`src/rtl/core/slip_driven_emission_accumulator_core_assert.svh`:
```
// assertion macros for the slip driven emission accumulator
`ifndef SLIP_DRIVEN_EMISSION_ACCUMULATOR_CORE_ASSERT_SVH
`define SLIP_DRIVEN_EMISSION_ACCUMULATOR_CORE_ASSERT_SVH

// antecedent holds, consequent holds in the same cycle
`define SDEA_ASSERT_SAME(label, clk, rst, ante, cons, msg) \
   label: assert property (@(posedge clk) disable iff (rst) (ante) |-> (cons)) \
      else $error(msg);

// antecedent holds, consequent holds in the next cycle
`define SDEA_ASSERT_NEXT(label, clk, rst, ante, cons, msg) \
   label: assert property (@(posedge clk) disable iff (rst) (ante) |=> (cons)) \
      else $error(msg);

`endif

```
`src/rtl/core/sdea_pkg.sv`:
```
// shared types and constants of the slip driven emission accumulator
`default_nettype none

package sdea_pkg;

   localparam int DEFAULT_EMITTER_COUNT = 64;
   localparam int DEFAULT_MAX_PUFFS = 6;

   localparam int INDEX_W = 6;
   localparam int Q15_W = 16;
   localparam int RAMP_W = 15;
   localparam int CREDIT_W = 24;
   localparam int INCREMENT_W = 26;
   localparam int COUNT_W = 3;
   localparam int CSR_INDEX_W = 2;
   localparam int CSR_DATA_W = 16;

   localparam int COUNT_FIELD_MAX = 7;

   localparam logic [Q15_W-1:0] Q15_ONE = 16'd32768;
   localparam logic [Q15_W-1:0] Q15_SMALL = 16'd327;

   localparam logic [CSR_INDEX_W-1:0] CSR_ENABLE = 2'd0;
   localparam logic [CSR_INDEX_W-1:0] CSR_SLIP_THRESHOLD = 2'd1;
   localparam logic [CSR_INDEX_W-1:0] CSR_RAMP_SCALE = 2'd2;
   localparam logic [CSR_INDEX_W-1:0] CSR_SPAWN_RATE = 2'd3;

   localparam logic RESET_ENABLE = 1'b1;
   localparam logic [Q15_W-1:0] RESET_SLIP_THRESHOLD = 16'd9830;
   localparam logic [RAMP_W-1:0] RESET_RAMP_SCALE = 15'd366;
   localparam logic [Q15_W-1:0] RESET_SPAWN_RATE = 16'd2560;

   typedef enum logic [2:0] {
      ST_IDLE,
      ST_RAMP,
      ST_SQUARE,
      ST_GAIN,
      ST_RATE,
      ST_TIME,
      ST_WRITE
   } sdea_state_type;

   typedef struct packed {
      logic [Q15_W-1:0]  diff;
      logic [RAMP_W-1:0] ramp;
      logic [Q15_W-1:0]  gain;
      logic [Q15_W-1:0]  rate;
      logic [Q15_W-1:0]  dt;
   } sdea_operand_type;

endpackage

`default_nettype wire

```
`src/rtl/core/sdea_arith.sv`:
```
// multiply chain from slip excess to credit increment, one product per cycle
`default_nettype none

module sdea_arith (
   input  wire logic                              clock,
   input  wire sdea_pkg::sdea_state_type          state,
   input  wire sdea_pkg::sdea_operand_type        operand,
   output logic [sdea_pkg::Q15_W-1:0]             strength,
   output logic [sdea_pkg::INCREMENT_W-1:0]       increment
);

   import sdea_pkg::*;

   logic [Q15_W-1:0]       intensity_ff;
   logic [Q15_W-1:0]       square_ff;
   logic [Q15_W-1:0]       strength_ff;
   logic [30:0]            rate_strength_ff;
   logic [INCREMENT_W-1:0] increment_ff;

   logic [30:0] ramp_prod;
   logic [22:0] ramp_shift;
   logic [31:0] square_prod;
   logic [31:0] gain_prod;
   logic [31:0] rate_prod;
   logic [46:0] time_prod;

   always_comb begin
      ramp_prod = 31'(operand.diff) * 31'(operand.ramp);
      ramp_shift = ramp_prod[30:8];
      square_prod = 32'(intensity_ff) * 32'(intensity_ff);
      gain_prod = 32'(square_ff) * 32'(operand.gain);
      rate_prod = 32'(operand.rate) * 32'(strength_ff);
      time_prod = 47'(rate_strength_ff) * 47'(operand.dt);
   end

   always_ff @(posedge clock) begin
      unique case (state)
         ST_RAMP: begin
            intensity_ff <= (ramp_shift > 23'(Q15_ONE)) ? Q15_ONE : ramp_shift[15:0];
         end
         ST_SQUARE: begin
            square_ff <= square_prod[30:15];
         end
         ST_GAIN: begin
            strength_ff <= gain_prod[30:15];
         end
         ST_RATE: begin
            rate_strength_ff <= rate_prod[30:0];
         end
         ST_TIME: begin
            increment_ff <= time_prod[46:21];
         end
         default: begin
         end
      endcase
   end

   assign strength = strength_ff;
   assign increment = increment_ff;

endmodule

`default_nettype wire

```
`config.mk`:
```
export PLATFORM = sky130hd
export DESIGN_NAME = sdea_arith
export DESIGN_NICKNAME = d
export VERILOG_FILES = /design/src/rtl/core/slip_driven_emission_accumulator_core_assert.svh /design/src/rtl/core/sdea_pkg.sv /design/src/rtl/core/sdea_arith.sv
export SDC_FILE = /design/constraint.sdc
export NUM_CORES = 2
export LEC_CHECK = 0
export BUFFER_PORTS_ARGS = -buffer_cell sky130_fd_sc_hd__clkbuf_2
export CAP_MARGIN = 20
export CORE_ASPECT_RATIO = 1.75
export CORE_UTILIZATION = 52
export DETAILED_ROUTE_END_ITERATION = 8
export MAX_ROUTING_LAYER = met4
export PLACE_DENSITY = 0.68
export SLEW_MARGIN = 10
export SYNTH_ARGS = -nofsm -noshare
export SYNTH_HDL_FRONTEND = slang
export SYNTH_SLANG_ARGS = --single-unit
```
`constraint.sdc`:
```
create_clock -name clock -period 14.2 [get_ports clock]
set_clock_uncertainty 0.05 [all_clocks]
set_input_delay 1.42 -clock clock [delete_from_list [all_inputs] [get_ports clock]]
set_output_delay 1.42 -clock clock [all_outputs]
set_load 0.01 [all_outputs]
```
# After elaboration in Yosys (flattened, before gate mapping)
# Index checks and enable logic that the tools add are counted.
[totals]
inputBits = 83
ff_bits = 105
elab_cells = 16
[classes]
eq_ne = 5
order_cmp = 1
mul = 5
[op_table]
columns = ["cell", "count"]
rows = [
  ["$mul 16x16->31", 3],
  ["$mul 31x16->47", 1],
  ["$mul 16x15->31", 1],
  ["$gt 23x16->1 const B", 1],
  ["$eq 3x2->1 const B", 2],
  ["$eq 3x3->1 const B", 2],
  ["$eq 3x1->1 const B", 1],
]

# Depth between registers and ports, before layout
[logic_depth]
word_depth = 2
depth_mapped = 27
depth_no_buf = 25

# Least setup slack after synthesis
# No wires, ideal clock.
[synth_path]
kind = "input port to flip-flop"
startpoint = "in operand[48] (netlist name)"
endpoint = "reg intensity_ff[15] (data pin)"
t_arrival_ps = 7744
slack_ps = 6142
setup_time_ps = 264
path_stages = 26
t_required_ps = 13886
path_cell_list = "clkbuf_1 > and2_1 > fa_1 > inv_1 > fa_1 > inv_1 > fa_1 > inv_1 > fa_1 > inv_1 > fa_1 > inv_1 > fa_1 > inv_1 > ha_1 > buf_2 > a21oi_1 > o21a_1 > o211ai_1 > a221o_1 > a41oi_4 > nor3_2 > o31a_1 > or4_1 > buf_2 > or2_4"
[synth_between]
elab_chain_cells = 2
[synth_lines]
columns = ["item", "line_no", "rtl"]
rows = [
  ["start, declared", "sdea_arith.sv:7", "input wire sdea_pkg::sdea_operand_type operand,"],
  ["$mul 16x15->31 (*)", "sdea_arith.sv:28", "ramp_prod = 31'(operand.diff) * 31'(operand.ramp);"],
  ["$gt 23x16->1", "sdea_arith.sv:39", "intensity_ff <= (ramp_shift > 23'(Q15_ONE)) ? Q15_ONE : ramp_shift[15:0];"],
  ["end signal, assigned", "sdea_arith.sv:39", ""],
  ["end, declared", "sdea_arith.sv:14", "logic [Q15_W-1:0] intensity_ff;"],
]
# Every way passes the cells marked *; elsewhere a longest branch is shown, timed or not.
# A chain may end at the register's enable or synchronous reset.

# Final worst setup path
[layout_path]
startpoint = "in operand[1] (netlist name)"
endpoint = "reg increment_ff[25], in the netlist increment[25] (data pin)"
[layout_between]
elab_chain_cells = 1
[layout_lines]
columns = ["item", "line_no", "rtl"]
rows = [
  ["$mul 31x16->47", "sdea_arith.sv:33", "time_prod = 47'(rate_strength_ff) * 47'(operand.dt);"],
  ["named net time_prod[46]", "sdea_arith.sv:25", "logic [46:0] time_prod;"],
  ["end signal, assigned", "sdea_arith.sv:51", "increment_ff <= time_prod[46:21];"],
  ["end, declared", "sdea_arith.sv:18", "logic [INCREMENT_W-1:0] increment_ff;"],
]
# The timed path passes the listed nets, and every way through them passes these cells.

==> results_dict.tcl <==
set metrics [dict create \
    status "completed" \
    worst_reg2reg_endpoint "increment[25]" \
    period_needed_ns 8.32 \
    edff_count_synth 105 \
    vias 34800 \
    cts_setup_buffers 0 \
    drive_gt1_frac 0.0346 \
    crit_cells 20 \
    core_area_mm2 0.0920 \
    global_route.usage.total 0.288 \
    max_freq_ghz 0.120 \
    detailedRoute.firstIterationViolations 1649 \
    regToRegSetupSlack_ns 6.60 \
    cp.arrival_ns 8.42 \
    setup_violations 0 \
    post_synth_num_cell_types 60 \
    synth-seq-area-share 0.0652 \
    synth_async_sr_flop_share 0 \
    finalMaxSlewViolations 0 \
    postSynthCellCount 5265 \
    routedWlPerCell_um 19.2 \
    synth_top_cells_by_count "inv_1, fa_1, nand2_1" \
    stdcell_count 6433 \
    drtPass1Iterations 5 \
    yosys.cell_count.top_type "inv_1" \
    drt-vias-per-instance 5.42 \
    height_of_the_chip_um 405 \
    maxCapViolCount 0 \
    timing.final.crit_share 0.586 \
    number_of_top_level_pins 125 \
    global_route.overflow_total 0 \
    grt_antenna_before_repair 11 \
    r2r-start "rate_strength_ff[9]" \
    synth.net_count 6980 \
    hold_violations 0 \
    final_nets 6940 \
    floorplan.die_area_mm2 0.0943 \
    setup_cp_type "primary input to register" \
    initial_core_util 0.526 \
    synth.area.top_cells "fa_1, ha_1, inv_1, and2_1, nand2_1" \
    fin_setup_tns_ns 0 \
    critical_path.n_buffers_inverters 4 \
    cts_tree "built" \
    cts.path.max_buffers 2 \
    r2r_cells 19 \
    clkLatencyLatePin_ns 0.41 \
    syn_avg_cell_area_um2 9.19 \
    gp_congestion 0.921 \
    worstHoldPathCells 2 \
    cts.clk_slew.worst_paths_ns 0.10 \
    worst_slack_ns 5.88 \
    transition_time_of_the_tightest_slew_check_pin_ns 1.05 \
    grt_start_max_net_pins 32 \
    min-delay-path-class "register to register" \
    slowest_stage "a2111oi_0" \
    portBuffers 124 \
    cts_made_buffers 9 \
    critPathMaxFanout 31 \
    synth_largest_area_cell "fa_1" \
    clk_root_buffer_cell "clkbuf_16" \
    number_of_sinks_on_the_clock_net 105 \
    number_of_buffers_inserted_for_hold_repair_after_clock_tree_synthesis 0 \
    grt_pass1_vias 39900 \
    worstPathCellList "clkbuf_2 > nand2_1 > fa_1 > inv_1 > fa_1 > inv_1 > fa_1 > fa_1 > fa_1 > fa_1 > inv_1 > ha_1 > a21o_1 > a21o_1 > a2111oi_0 > a21oi_1 > nor2_1 > o211ai_1 > a2111oi_0 > a211oi_1" \
    cp-end-kind "register" \
    critPathMostFrequentCell "fa_1" \
    yosysWarnings 0 \
    ant_nets 0 \
    synthesis.area_mm2 0.0484 \
    cts-htree-levels 3 \
    totalWireLength_um 123000 \
    drcViolationCount 0 \
    critical-path-max-stage-delay_ns 0.93 \
    place_hpwl_um 101000 \
    postSynthRegisterBits 105 \
    pre_cts_ws_ns 5.53 \
    timing.hold.worst.start "strength[0]" \
    min_delay_worst_endpoint "rate_strength_ff[0]" \
    grt_first_pass_wirelength_um 201000 \
    area_growth_pct 3.91 \
    synth_top_cell_area_share 0.468 \
    placed_cells_incl_taps 6405 \
    slew-limit-headroom 0.281 \
    die_w_um 233 \
    synth_ff_type "edfxtp_1" \
    category_of_the_worst_setup_path_launch_point "primary input" \
    ctsResizeCount 0 \
    unrepaired_setup_endpoints_after_global_routing "no" \
    placement_rows 147 \
    critical_path.top_delay_family "adder cells" \
    worst-endpoint-required_ns 14.30 \
]
-- tightest hold or removal path: stages, from the launching register on --
cell and delay (ns):
edfxtp_1 0.34, buf_4 0.28, and2_1 0.17
-- metrics by stage --
stage | hold slack (ns) | util | area (um2)
after floorplan | 0.633 | - | 48400
after global placement | 0.837 | 0.543 | 49900
after detailed placement | 0.856 | 0.543 | 49900
after CTS | 0.904 | 0.546 | 50200
after global routing | 0.906 | 0.547 | 50300
final | 0.887 | 0.547 | 50300
-- layout by cell type, fill, tap and decap left out, types with 15 or more instances in the layout --
cell type and count:
xor2_1 35, fa_1 1130, edfxtp_1 105, a21oi_1 73
nor2_1 87, nand3_1 21, nand2_1 848, nor3_1 21
o21bai_1 16, xnor2_1 85, nand4_1 17, and2_1 544
ha_1 502, a21o_1 50, clkbuf_2 124, buf_4 22
inv_1 1339, o21ai_0 37, a211oi_1 15
-- cell type report --
cell class,count,area [um2]
fill,8317,41700
multi-input combinational,3622,39500
inverter,1339,5030
sequential,105,3150
tap,1192,1490
timing repair buffer,148,802
clock buffer,9,225
clock inverter,7,80.1
antenna,11,27.5
-- flip-flops by register name, indices dropped and copies added (netlist names) --
register and flops:
increment 26, square_ff 16, strength 16, intensity_ff 16, rate_strength_ff 31
-- kinds of logic after synthesis --
kind of cell,count (synthesis),share of synthesized area
flip-flops,105,0.0652
AND/OR/NAND/NOR,1602,0.159
AO/OA/AOI/OAI,267,0.0371
multiplexers,1,0.000233
adder cells (fa/ha/maj),1632,0.598
XOR/XNOR,120,0.0217
buffers and inverters,1538,0.119
-- how the worst max path moves through the flow --
stage	startpoint	endpoint	slack [ns]
2_1_floorplan	operand[48]	intensity_ff[15]	6.14
3_3_place_gp	operand[1]	increment[25]	5.59
3_5_place_dp	operand[1]	increment[25]	5.53
4_1_cts	operand[73]	intensity_ff[13]	6.00
5_1_grt	operand[1]	increment[25]	5.62
6_report	operand[1]	increment[25]	5.88
-- layer usage --
layer	wire, um	global-route usage	vias to the layer above
met3	5050	0.0266	458
li1	-	-	15300
met2	69500	0.548	1031
met4	9310	0.184	0
met5	0	-	-
met1	39500	0.271	18000
Power is left out: the tool's default activity adds up to more than one toggle a clock period on the data nets, which glitch-free logic cannot reach.
